File: config.mk
export PLATFORM = sky130hd
export DESIGN_NAME = scaled_blit_address_generator_unit
export DESIGN_NICKNAME = d
export VERILOG_FILES = /design/src/sbag_pkg.sv /design/src/scaled_blit_address_generator_unit.sv /design/src/sbag_regs.sv /design/src/sbag_div.sv /design/src/sbag_dp.sv /design/src/sbag_ctrl.sv
export SDC_FILE = /design/constraint.sdc
export NUM_CORES = 1
export LEC_CHECK = 0
export ABC_AREA = 1
export BUFFER_PORTS_ARGS = -buffer_cell sky130_fd_sc_hd__buf_2
export CAP_MARGIN = 0
export CORE_MARGIN = 5
export CORE_UTILIZATION = 63
export DETAILED_ROUTE_END_ITERATION = 16
export GPL_TIMING_DRIVEN = 0
export PLACE_DENSITY = 0.8
export SLEW_MARGIN = 25
export SYNTH_ARGS = -nofsm -noshare
export SYNTH_HDL_FRONTEND = slang
export SYNTH_HIERARCHICAL = 1
export SYNTH_SLANG_ARGS = --single-unit
File: constraint.sdc
create_clock -name clk -period 6.65 [get_ports clk]
set_input_delay 0.665 -clock clk [delete_from_list [all_inputs] [get_ports clk]]
set_output_delay 0.665 -clock clk [all_outputs]
set_load 0.01 [all_outputs]
File: src/sbag_pkg.sv
`timescale 1ns / 1ps
package sbag_pkg;

  localparam int FRACTION_BITS = 8;
  localparam int MAX_DIMENSION = 1024;

  localparam int DIM_W   = 11;
  localparam int COORD_W = 10;
  localparam int POS_W   = DIM_W + FRACTION_BITS;
  localparam int IDX_W   = 20;
  localparam int PADDR_W = 4;
  localparam int PDATA_W = 32;
  localparam int DIV_CNT_W = $clog2(POS_W + 1);

  // register map, index = paddr[3:2]
  localparam logic [1:0] REG_SRC_TEX_W = 2'd0;
  localparam logic [1:0] REG_SRC_TEX_H = 2'd1;
  localparam logic [1:0] REG_DST_TEX_W = 2'd2;
  localparam logic [1:0] REG_DST_TEX_H = 2'd3;

  typedef enum logic [1:0] {
    ST_PAIR     = 2'd0,
    ST_START_OK = 2'd1,
    ST_REJECT   = 2'd2,
    ST_NO_BLIT  = 2'd3
  } status_t;

  typedef enum logic {
    S_IDLE,
    S_DIVIDE
  } state_t;

  typedef struct packed {
    logic [DIM_W-1:0] src_w;
    logic [DIM_W-1:0] src_h;
    logic [DIM_W-1:0] dst_w;
    logic [DIM_W-1:0] dst_h;
  } cfg_t;

  typedef struct packed {
    logic advance;
    logic reject;
    logic capture;
    logic commit;
  } ctrl_cmd_t;

  typedef struct packed {
    logic start_bad;
    logic div_done;
  } dp_status_t;

endpackage

File: src/scaled_blit_address_generator_unit.sv
`timescale 1ns / 1ps
// an advance or a rejected start shows its result from the registered output
// an accepted start shows its result once both step dividers are done and the output is free
// throughput: one advance transaction per cycle unless the output stalls; a start holds the
// input off until its result is loaded (bit-serial step dividers, one quotient bit per cycle)
// reset: synchronous, active low; texture registers return to 320x240, no blit active
module scaled_blit_address_generator_unit (
  input  logic                          clk,
  input  logic                          rst_n,
  // input channel
  input  logic                          in_valid,
  output logic                          in_stall,
  input  logic                          in_mode,
  input  logic [sbag_pkg::COORD_W-1:0]  in_rect_src_x,
  input  logic [sbag_pkg::COORD_W-1:0]  in_rect_src_y,
  input  logic [sbag_pkg::DIM_W-1:0]    in_rect_src_w,
  input  logic [sbag_pkg::DIM_W-1:0]    in_rect_src_h,
  input  logic [sbag_pkg::COORD_W-1:0]  in_rect_dst_x,
  input  logic [sbag_pkg::COORD_W-1:0]  in_rect_dst_y,
  input  logic [sbag_pkg::DIM_W-1:0]    in_rect_dst_w,
  input  logic [sbag_pkg::DIM_W-1:0]    in_rect_dst_h,
  // result channel
  output logic                          out_valid,
  input  logic                          out_stall,
  output logic [1:0]                    out_status,
  output logic [sbag_pkg::IDX_W-1:0]    out_source_index,
  output logic [sbag_pkg::IDX_W-1:0]    out_target_index,
  output logic                          out_last,
  // configuration port
  input  logic                          psel,
  input  logic                          penable,
  input  logic                          pwrite,
  input  logic [sbag_pkg::PADDR_W-1:0]  paddr,
  input  logic [sbag_pkg::PDATA_W-1:0]  pwdata,
  output logic [sbag_pkg::PDATA_W-1:0]  prdata,
  output logic                          pready
);
  import sbag_pkg::*;

  cfg_t       cfg;
  ctrl_cmd_t  cmd;
  dp_status_t status;

  // texture size registers, clamped to the largest dimension on write
  sbag_regs u_regs (
    .clk     (clk),
    .rst_n   (rst_n),
    .psel    (psel),
    .penable (penable),
    .pwrite  (pwrite),
    .paddr   (paddr),
    .pwdata  (pwdata),
    .prdata  (prdata),
    .pready  (pready),
    .cfg     (cfg)
  );

  // sequencer: takes a transaction when the output register is free,
  // holds the input off while the step division of a start runs
  sbag_ctrl u_ctrl (
    .clk       (clk),
    .rst_n     (rst_n),
    .in_valid  (in_valid),
    .in_mode   (in_mode),
    .in_stall  (in_stall),
    .out_valid (out_valid),
    .out_stall (out_stall),
    .cmd       (cmd),
    .status    (status)
  );

  // datapath: bounds check, step dividers, raster walk, index multipliers
  // and the output payload register
  sbag_dp u_dp (
    .clk              (clk),
    .rst_n            (rst_n),
    .cmd              (cmd),
    .status           (status),
    .cfg              (cfg),
    .in_rect_src_x    (in_rect_src_x),
    .in_rect_src_y    (in_rect_src_y),
    .in_rect_src_w    (in_rect_src_w),
    .in_rect_src_h    (in_rect_src_h),
    .in_rect_dst_x    (in_rect_dst_x),
    .in_rect_dst_y    (in_rect_dst_y),
    .in_rect_dst_w    (in_rect_dst_w),
    .in_rect_dst_h    (in_rect_dst_h),
    .out_status       (out_status),
    .out_source_index (out_source_index),
    .out_target_index (out_target_index),
    .out_last         (out_last)
  );

endmodule

File: src/sbag_regs.sv
`timescale 1ns / 1ps
module sbag_regs (
  input  logic                          clk,
  input  logic                          rst_n,
  input  logic                          psel,
  input  logic                          penable,
  input  logic                          pwrite,
  input  logic [sbag_pkg::PADDR_W-1:0]  paddr,
  input  logic [sbag_pkg::PDATA_W-1:0]  pwdata,
  output logic [sbag_pkg::PDATA_W-1:0]  prdata,
  output logic                          pready,
  output sbag_pkg::cfg_t                cfg
);
  import sbag_pkg::*;

  cfg_t             cfg_r, cfg_nxt;
  logic [DIM_W-1:0] wr_val;
  logic [DIM_W-1:0] rd_val;
  logic             wr_en;

  assign pready = 1'b1;
  assign wr_en  = psel && penable && pwrite;

  // values above the largest dimension clamp to it
  always_comb begin
    wr_val = pwdata[DIM_W-1:0];
    if (wr_val > DIM_W'(MAX_DIMENSION)) begin
      wr_val = DIM_W'(MAX_DIMENSION);
    end
  end

  always_comb begin
    cfg_nxt = cfg_r;
    if (wr_en) begin
      unique case (paddr[3:2])
        REG_SRC_TEX_W: cfg_nxt.src_w = wr_val;
        REG_SRC_TEX_H: cfg_nxt.src_h = wr_val;
        REG_DST_TEX_W: cfg_nxt.dst_w = wr_val;
        REG_DST_TEX_H: cfg_nxt.dst_h = wr_val;
        default:       cfg_nxt = cfg_r;
      endcase
    end
  end

  always_comb begin
    unique case (paddr[3:2])
      REG_SRC_TEX_W: rd_val = cfg_r.src_w;
      REG_SRC_TEX_H: rd_val = cfg_r.src_h;
      REG_DST_TEX_W: rd_val = cfg_r.dst_w;
      REG_DST_TEX_H: rd_val = cfg_r.dst_h;
      default:       rd_val = '0;
    endcase
  end

  assign prdata = PDATA_W'(rd_val);
  assign cfg    = cfg_r;

  always_ff @(posedge clk) begin
    if (!rst_n) begin
      cfg_r.src_w <= DIM_W'(320);
      cfg_r.src_h <= DIM_W'(240);
      cfg_r.dst_w <= DIM_W'(320);
      cfg_r.dst_h <= DIM_W'(240);
    end else begin
      cfg_r <= cfg_nxt;
    end
  end

endmodule

File: src/sbag_div.sv
`timescale 1ns / 1ps
module sbag_div (
  input  logic                        clk,
  input  logic                        rst_n,
  input  logic                        start,
  input  logic [sbag_pkg::POS_W-1:0]  dividend,
  input  logic [sbag_pkg::DIM_W-1:0]  divisor,
  output logic [sbag_pkg::POS_W-1:0]  quotient,
  output logic                        done
);
  import sbag_pkg::*;

  logic [DIV_CNT_W-1:0] cnt_r, cnt_nxt;
  logic [DIM_W-1:0]     rem_r, rem_nxt;
  logic [POS_W-1:0]     quo_r, quo_nxt;
  logic [DIM_W-1:0]     div_r, div_nxt;
  logic [DIM_W:0]       trial;
  logic [DIM_W:0]       diff;
  logic                 ge;

  // restoring division, one quotient bit per cycle
  assign trial = {rem_r, quo_r[POS_W-1]};
  assign diff  = trial - {1'b0, div_r};
  assign ge    = trial >= {1'b0, div_r};
  assign done  = (cnt_r == '0);

  always_comb begin
    cnt_nxt = cnt_r;
    rem_nxt = rem_r;
    quo_nxt = quo_r;
    div_nxt = div_r;
    if (start) begin
      cnt_nxt = DIV_CNT_W'(POS_W);
      rem_nxt = '0;
      quo_nxt = dividend;
      div_nxt = divisor;
    end else if (!done) begin
      cnt_nxt = cnt_r - 1'b1;
      rem_nxt = ge ? diff[DIM_W-1:0] : trial[DIM_W-1:0];
      quo_nxt = {quo_r[POS_W-2:0], ge};
    end
  end

  assign quotient = quo_r;

  always_ff @(posedge clk) begin
    if (!rst_n) begin
      cnt_r <= '0;
      rem_r <= '0;
      quo_r <= '0;
      div_r <= '0;
    end else begin
      cnt_r <= cnt_nxt;
      rem_r <= rem_nxt;
      quo_r <= quo_nxt;
      div_r <= div_nxt;
    end
  end

endmodule

File: src/sbag_dp.sv
`timescale 1ns / 1ps
module sbag_dp (
  input  logic                          clk,
  input  logic                          rst_n,
  input  sbag_pkg::ctrl_cmd_t           cmd,
  output sbag_pkg::dp_status_t          status,
  input  sbag_pkg::cfg_t                cfg,
  input  logic [sbag_pkg::COORD_W-1:0]  in_rect_src_x,
  input  logic [sbag_pkg::COORD_W-1:0]  in_rect_src_y,
  input  logic [sbag_pkg::DIM_W-1:0]    in_rect_src_w,
  input  logic [sbag_pkg::DIM_W-1:0]    in_rect_src_h,
  input  logic [sbag_pkg::COORD_W-1:0]  in_rect_dst_x,
  input  logic [sbag_pkg::COORD_W-1:0]  in_rect_dst_y,
  input  logic [sbag_pkg::DIM_W-1:0]    in_rect_dst_w,
  input  logic [sbag_pkg::DIM_W-1:0]    in_rect_dst_h,
  output logic [1:0]                    out_status,
  output logic [sbag_pkg::IDX_W-1:0]    out_source_index,
  output logic [sbag_pkg::IDX_W-1:0]    out_target_index,
  output logic                          out_last
);
  import sbag_pkg::*;

  logic                 busy_r, busy_nxt;
  logic [POS_W-1:0]     pos_x_r, pos_x_nxt;
  logic [POS_W-1:0]     pos_y_r, pos_y_nxt;
  logic [COORD_W-1:0]   origin_x_r, origin_x_nxt;
  logic [COORD_W-1:0]   tgt_org_x_r, tgt_org_x_nxt;
  logic [COORD_W-1:0]   tgt_org_y_r, tgt_org_y_nxt;
  logic [DIM_W-1:0]     tgt_cols_r, tgt_cols_nxt;
  logic [DIM_W-1:0]     tgt_rows_r, tgt_rows_nxt;
  logic [DIM_W-1:0]     col_cnt_r, col_cnt_nxt;
  logic [DIM_W-1:0]     row_cnt_r, row_cnt_nxt;

  status_t              o_status_r, o_status_nxt;
  logic [IDX_W-1:0]     o_src_r, o_src_nxt;
  logic [IDX_W-1:0]     o_dst_r, o_dst_nxt;
  logic                 o_last_r, o_last_nxt;

  logic [POS_W-1:0]     step_x, step_y;
  logic                 done_x, done_y;

  logic [DIM_W:0]       sum_sx, sum_sy, sum_dx, sum_dy;
  logic [DIM_W-1:0]     src_row, src_col;
  logic [2*DIM_W-1:0]   src_prod;
  logic [IDX_W-1:0]     src_idx;
  logic [DIM_W:0]       dst_row;
  logic [2*DIM_W:0]     dst_prod;
  logic [IDX_W-1:0]     dst_idx;
  logic [DIM_W-1:0]     col_inc, row_inc;
  logic                 row_end, blit_end;

  sbag_div u_div_x (
    .clk      (clk),
    .rst_n    (rst_n),
    .start    (cmd.capture),
    .dividend ({in_rect_src_w, FRACTION_BITS'(0)}),
    .divisor  (in_rect_dst_w),
    .quotient (step_x),
    .done     (done_x)
  );

  sbag_div u_div_y (
    .clk      (clk),
    .rst_n    (rst_n),
    .start    (cmd.capture),
    .dividend ({in_rect_src_h, FRACTION_BITS'(0)}),
    .divisor  (in_rect_dst_h),
    .quotient (step_y),
    .done     (done_y)
  );

  // bounds check of a start
  assign sum_sx = {2'b0, in_rect_src_x} + {1'b0, in_rect_src_w};
  assign sum_sy = {2'b0, in_rect_src_y} + {1'b0, in_rect_src_h};
  assign sum_dx = {2'b0, in_rect_dst_x} + {1'b0, in_rect_dst_w};
  assign sum_dy = {2'b0, in_rect_dst_y} + {1'b0, in_rect_dst_h};

  assign status.start_bad = (sum_sx > {1'b0, cfg.src_w}) || (sum_sy > {1'b0, cfg.src_h}) ||
                            (sum_dx > {1'b0, cfg.dst_w}) || (sum_dy > {1'b0, cfg.dst_h}) ||
                            (in_rect_dst_w == '0) || (in_rect_dst_h == '0);
  assign status.div_done  = done_x && done_y;

  // address pair of the current pixel
  assign src_row  = pos_y_r[POS_W-1:FRACTION_BITS];
  assign src_col  = pos_x_r[POS_W-1:FRACTION_BITS];
  assign src_prod = (2*DIM_W)'(src_row) * (2*DIM_W)'(cfg.src_w);
  assign src_idx  = src_prod[IDX_W-1:0] + IDX_W'(src_col);

  assign dst_row  = {2'b0, tgt_org_y_r} + {1'b0, row_cnt_r};
  assign dst_prod = (2*DIM_W+1)'(dst_row) * (2*DIM_W+1)'(cfg.dst_w);
  assign dst_idx  = dst_prod[IDX_W-1:0] + IDX_W'(tgt_org_x_r) + IDX_W'(col_cnt_r);

  assign col_inc  = col_cnt_r + 1'b1;
  assign row_inc  = row_cnt_r + 1'b1;
  assign row_end  = col_inc >= tgt_cols_r;
  assign blit_end = row_end && (row_inc >= tgt_rows_r);

  always_comb begin
    busy_nxt      = busy_r;
    pos_x_nxt     = pos_x_r;
    pos_y_nxt     = pos_y_r;
    origin_x_nxt  = origin_x_r;
    tgt_org_x_nxt = tgt_org_x_r;
    tgt_org_y_nxt = tgt_org_y_r;
    tgt_cols_nxt  = tgt_cols_r;
    tgt_rows_nxt  = tgt_rows_r;
    col_cnt_nxt   = col_cnt_r;
    row_cnt_nxt   = row_cnt_r;
    o_status_nxt  = o_status_r;
    o_src_nxt     = o_src_r;
    o_dst_nxt     = o_dst_r;
    o_last_nxt    = o_last_r;

    if (cmd.reject) begin
      busy_nxt     = 1'b0;
      o_status_nxt = ST_REJECT;
      o_src_nxt    = '0;
      o_dst_nxt    = '0;
      o_last_nxt   = 1'b0;
    end

    if (cmd.capture) begin
      busy_nxt      = 1'b0;
      origin_x_nxt  = in_rect_src_x;
      pos_x_nxt     = POS_W'({in_rect_src_x, FRACTION_BITS'(0)});
      pos_y_nxt     = POS_W'({in_rect_src_y, FRACTION_BITS'(0)});
      tgt_org_x_nxt = in_rect_dst_x;
      tgt_org_y_nxt = in_rect_dst_y;
      tgt_cols_nxt  = in_rect_dst_w;
      tgt_rows_nxt  = in_rect_dst_h;
      col_cnt_nxt   = '0;
      row_cnt_nxt   = '0;
    end

    if (cmd.commit) begin
      busy_nxt     = 1'b1;
      o_status_nxt = ST_START_OK;
      o_src_nxt    = '0;
      o_dst_nxt    = '0;
      o_last_nxt   = 1'b0;
    end

    if (cmd.advance) begin
      if (!busy_r) begin
        o_status_nxt = ST_NO_BLIT;
        o_src_nxt    = '0;
        o_dst_nxt    = '0;
        o_last_nxt   = 1'b0;
      end else begin
        o_status_nxt = ST_PAIR;
        o_src_nxt    = src_idx;
        o_dst_nxt    = dst_idx;
        o_last_nxt   = blit_end;
        if (row_end) begin
          col_cnt_nxt = '0;
          pos_x_nxt   = POS_W'({origin_x_r, FRACTION_BITS'(0)});
          row_cnt_nxt = row_inc;
          pos_y_nxt   = pos_y_r + step_y;
          busy_nxt    = !blit_end;
        end else begin
          col_cnt_nxt = col_inc;
          pos_x_nxt   = pos_x_r + step_x;
        end
      end
    end
  end

  assign out_status       = o_status_r;
  assign out_source_index = o_src_r;
  assign out_target_index = o_dst_r;
  assign out_last         = o_last_r;

  always_ff @(posedge clk) begin
    if (!rst_n) begin
      busy_r      <= 1'b0;
      pos_x_r     <= '0;
      pos_y_r     <= '0;
      origin_x_r  <= '0;
      tgt_org_x_r <= '0;
      tgt_org_y_r <= '0;
      tgt_cols_r  <= '0;
      tgt_rows_r  <= '0;
      col_cnt_r   <= '0;
      row_cnt_r   <= '0;
    end else begin
      busy_r      <= busy_nxt;
      pos_x_r     <= pos_x_nxt;
      pos_y_r     <= pos_y_nxt;
      origin_x_r  <= origin_x_nxt;
      tgt_org_x_r <= tgt_org_x_nxt;
      tgt_org_y_r <= tgt_org_y_nxt;
      tgt_cols_r  <= tgt_cols_nxt;
      tgt_rows_r  <= tgt_rows_nxt;
      col_cnt_r   <= col_cnt_nxt;
      row_cnt_r   <= row_cnt_nxt;
    end
  end

  always_ff @(posedge clk) begin
    o_status_r <= o_status_nxt;
    o_src_r    <= o_src_nxt;
    o_dst_r    <= o_dst_nxt;
    o_last_r   <= o_last_nxt;
  end

  // the raster counters stay inside the target rectangle while a blit runs
  a_cnt_in_rect: assert property (@(posedge clk) disable iff (!rst_n)
    busy_r |-> (col_cnt_r < tgt_cols_r) && (row_cnt_r < tgt_rows_r))
    else $error("raster counter outside target rectangle");

  // a blit only becomes active with finished step values
  a_commit_steps: assert property (@(posedge clk) disable iff (!rst_n)
    cmd.commit |-> done_x && done_y)
    else $error("blit committed before step division finished");

endmodule

File: src/sbag_ctrl.sv
`timescale 1ns / 1ps
module sbag_ctrl (
  input  logic                  clk,
  input  logic                  rst_n,
  input  logic                  in_valid,
  input  logic                  in_mode,
  output logic                  in_stall,
  output logic                  out_valid,
  input  logic                  out_stall,
  output sbag_pkg::ctrl_cmd_t   cmd,
  input  sbag_pkg::dp_status_t  status
);
  import sbag_pkg::*;

  state_t state_r, state_nxt;
  logic   out_valid_r, out_valid_nxt;
  logic   slot_free;
  logic   out_load;

  assign slot_free = !out_valid_r || !out_stall;

  always_comb begin
    state_nxt = state_r;
    cmd       = '0;
    in_stall  = 1'b1;
    unique case (state_r)
      S_IDLE: begin
        in_stall = !slot_free;
        if (in_valid && slot_free) begin
          priority if (!in_mode) begin
            cmd.advance = 1'b1;
          end else if (status.start_bad) begin
            cmd.reject = 1'b1;
          end else begin
            cmd.capture = 1'b1;
            state_nxt   = S_DIVIDE;
          end
        end
      end
      S_DIVIDE: begin
        if (status.div_done && slot_free) begin
          cmd.commit = 1'b1;
          state_nxt  = S_IDLE;
        end
      end
      default: state_nxt = S_IDLE;
    endcase
  end

  assign out_load      = cmd.advance || cmd.reject || cmd.commit;
  assign out_valid_nxt = out_load || (out_valid_r && out_stall);
  assign out_valid     = out_valid_r;

  always_ff @(posedge clk) begin
    if (!rst_n) begin
      state_r     <= S_IDLE;
      out_valid_r <= 1'b0;
    end else begin
      state_r     <= state_nxt;
      out_valid_r <= out_valid_nxt;
    end
  end

  a_no_input_in_divide: assert property (@(posedge clk) disable iff (!rst_n)
    state_r == S_DIVIDE |-> in_stall)
    else $error("input taken while steps are being divided");

  a_divide_started: assert property (@(posedge clk) disable iff (!rst_n)
    cmd.capture |=> state_r == S_DIVIDE && !status.div_done)
    else $error("step division did not start after a start transaction");

  a_no_overwrite: assert property (@(posedge clk) disable iff (!rst_n)
    out_load && out_valid_r |-> !out_stall)
    else $error("pending result overwritten");

endmodule

==> key figures <==
Finish
  – Filler Cell Count: between 3000 and 4000
  – Area grow syn2layout: 10.9%
  – Post-Layout Cell Count: 4670
  – Post-route cell area: 31000 µm²
  – Share of cells above drive strength 1: 0.0969
  – NumNets Final: 4671
  – Antenna Diode Count: 0

Place
  – Placer Congestion: 0.988
  – PortBufs: between 150 and 200
  – Setup WS pre-CTS: -0.446 ns
  – Placed inst area: a little under 30000 µm²
  – Hpwl dp: between 60 and 70 mm
  – Dpl cells: 4601

Power
  – Comb power frac: 0.336
  – Flop pwr share: 0.333
  – Sw frac: 0.364
  – P per Cell Area: 196 nW/µm²
  – Max VDD drop: 0.000172 V
  – Leakage power total: 15.6 nW
  – P_int: 3.87 mW
  – Clock power share: 0.332
  – Sw power: about 2.2 mW

Timing
  – Max transition margin: 0.356
  – Max frequency: 156 MHz
  – Tcrit/Tclk final: 0.962
  – RSZ-0062 raised after global routing: no
  – Final hold violation count: 0
  – Final setup viols: 0
  – Worst Max-Slew Pin Slew: between 0.9 and 1 ns
  – Final worst slack: 0.250 ns
  – Hold Worst Slack: 0.394 ns
  – Final Max Slew Viols: 0
  – Min cycle time layout: 6.40 ns
  – Clock Skew: 0.0182 ns

Flow run
  – Max-cap check violation count: 0

Critical path
  – Critical path class: flip-flop to flip-flop
  – Max FO, Critical Path: 9
  – Setup crit start: u_dp/row_cnt_r[0]
  – Setup crit start kind: flip-flop
  – Reg2Reg Depth: 27
  – CP Capture Type: flip-flop
  – CP arrival: 6.72 ns
  – R2r startpoint: u_dp/row_cnt_r[0]
  – Required time of the critical path: 6.97 ns

Clock tree
  – # hold bufs at CTS: 0
  – CTS sink cnt: 294
  – Num CTS Buffers: 34
  – Maximum clock path buffer count: 3
  – H-tree depth: 2
  – Clk Latency, worst-skew pair: 0.57 ns
  – CTS tree: built
  – Root Driver: clkbuf_16
  – Clk pin slew, worst setup/hold paths: 0.06 ns

Yosys
  – Mapped Cells: 3814
  – Post-synth top area share: 0.180
  – Sequential element share of the synthesized area: 0.226
  – Most common cell in the netlist: nand2_1
  – Post-synthesis cell type count: 63
  – Synth Flop Type: dfxtp_1
  – Synth Warn #: 6
  – Yosys reg bits: 294
  – Syn Area/Cell: 7.34 µm²
  – Ys async rst share: 0
  – Largest cells by area after synthesis: dfxtp_1 (18%), fa_1 (15%), ha_1 (13%)
  – Commonest cells post-synth: nand2_1 (844), inv_1 (696), a21oi_1 (323)
  – Leading area contributor after synthesis: dfxtp_1
  – Post-synth EDFFs: 43
  – Cell Area, Synth: 28000 µm²

Drt
  – DR iter-0 viols: between 2000 and 2500
  – DR pass1 iterations: 8
  – Final WL: about 82 mm
  – Vias per Instance: 5.65
  – Routed WL per cell: 17.6 µm
  – Post-DRT Antenna Nets: 0
  – Via count: 26400
  – DR DRC count: 0

Global route
  – Vias in the first global route: ~25000
  – GR Util All Layers: 0.334
  – First-pass GRT wire length: between 100 and 150 mm
  – Initial antenna violation count: 2
  – Global route overflow: 0
  – Largest net degree at the start of global routing: 44

Floorplan
  – Initial Util: 0.634
  – # rows: 77
  – Die X: roughly 220 µm
  – I/O Pins: 206
  – DIE AREA: about 50000 µm²
  – Die H: 221 µm
  – Core area: 44100 µm²

Min path
  – Worst hold start: in_rect_src_w[6]
  – Min-Delay Path Class: input pin to flip-flop
  – Worst Hold Depth: 3

Status
  – Outcome: finished, final reports clean
==> path summary, 6_finish.rpt <==
check	to	slack, ns
max	u_dp/out_target_index[19]	0.25
min	u_dp/u_div_x/quotient[14]	0.39
max reg2reg	u_dp/out_target_index[19]	0.25
min reg2reg	u_dp/tgt_cols_r[8]	0.46
==> placed cells by master (no fill, tap or decap), drive strengths merged, types with 12 or more instances in the layout <==
cell | Yosys | routed
a211oi | 15 | 15
a21o | 17 | 17
buf | 60 | 230
xor2 | 59 | 59
nand2 | 867 | 867
inv | 718 | 721
nor3 | 26 | 26
o21ai | 208 | 208
a31oi | 36 | 36
conb | 3 | 38
clkbuf | 69 | 120
fa | 207 | 207
ha | 281 | 281
edfxtp | 43 | 43
dfxtp | 251 | 251
a21oi | 329 | 329
xnor2 | 34 | 34
nand4 | 62 | 62
nor2 | 266 | 266
nand3 | 161 | 161
o21bai | 12 | 12
==> worst max-delay path, stage by stage (launching register included) <==
cell,delay (ns)
dfxtp_4,0.39
ha_4,0.16
inv_1,0.07
fa_2,0.38
o21bai_1,0.35
xor2_4,0.38
nand2_1,0.13
fa_1,0.52
inv_1,0.06
fa_1,0.40
fa_1,0.50
fa_1,0.55
inv_1,0.05
fa_1,0.48
inv_1,0.04
ha_1,0.33
inv_1,0.09
o21bai_1,0.21
a21oi_1,0.14
or2_2,0.29
nand4_1,0.10
nand2_1,0.06
inv_1,0.12
nand3_1,0.08
nand2_1,0.09
nand3_1,0.08
nand2_1,0.06
nor2_1,0.04
==> routing by layer <==
layer	global-route usage	wire, µm
met5	0	0
met1	0.460	33400
met2	0.526	36100
met3	0.0573	8560
met4	0.138	3940
==> registers in the layout, indices dropped and copies added, names as in the netlist, 19 cells and up <==
register	flops
u_regs/cfg	44
u_dp/u_div_x/quotient	19
u_dp/pos_x_r	19
u_dp/out_target_index	20
u_dp/u_div_y/quotient	19
u_dp/out_source_index	20
u_dp/pos_y_r	19
==> area by class of cell <==
cell class	instances	area, µm²	area share
Sequential cell	294	6320	0.204
Inverter	723	2720	0.0876
Multi-Input combinational cell	2703	18500	0.596
Tap cell	592	741	0.0239
Clock inverter	8	135	0.00435
Buffer	129	693	0.0223
Timing Repair Buffer	170	876	0.0282
Clock buffer	51	1040	0.0335
==> power groups by stage <==
stage	registers, mW	logic [mW]	clock network [mW]
global route	2.03	2.29	2.11
global placement	2.06	1.96	0
CTS	2.02	2.01	2.04
floorplan	2.04	1.52	0
finish	2.02	2.04	2.02
detailed placement	2.06	1.99	0
==> cells by family (layout without fill, tap and decap cells) <==
| kind of cell | count (synthesis) | in the layout | share of synthesized area |
|---|---|---|---|
| other cells | 3 | 38 | 0.000402 |
| fa+ha+maj | 488 | 488 | 0.274 |
| flops | 294 | 294 | 0.226 |
| mux | 3 | 3 | 0.00107 |
| buf+inv | 852 | 1081 | 0.122 |
| compound gates | 671 | 671 | 0.133 |
| xor+xnor | 93 | 93 | 0.0291 |
| simple gates | 1410 | 1410 | 0.215 |
==> through the flow <==
step                       util  power [mW]  setup TNS [ns]
after floorplan               -        3.55               0
after detailed placement  0.672        4.05           -1.51
after global routing      0.703        6.44               0
after CTS                 0.700        6.07               0
final                     0.703        6.08               0
after global placement    0.672        4.02          -0.738
==> what timing repair did <==
| action | CTS | global route |
|---|---|---|
| gates resized for setup | 7 | 14 |
| endpoints found under the setup margin | 9 | 8 |
| setup buffers | 3 | 7 |
| pin swaps | 2 | 4 |
No activity file was read; power rests on OpenSTA's default activity.
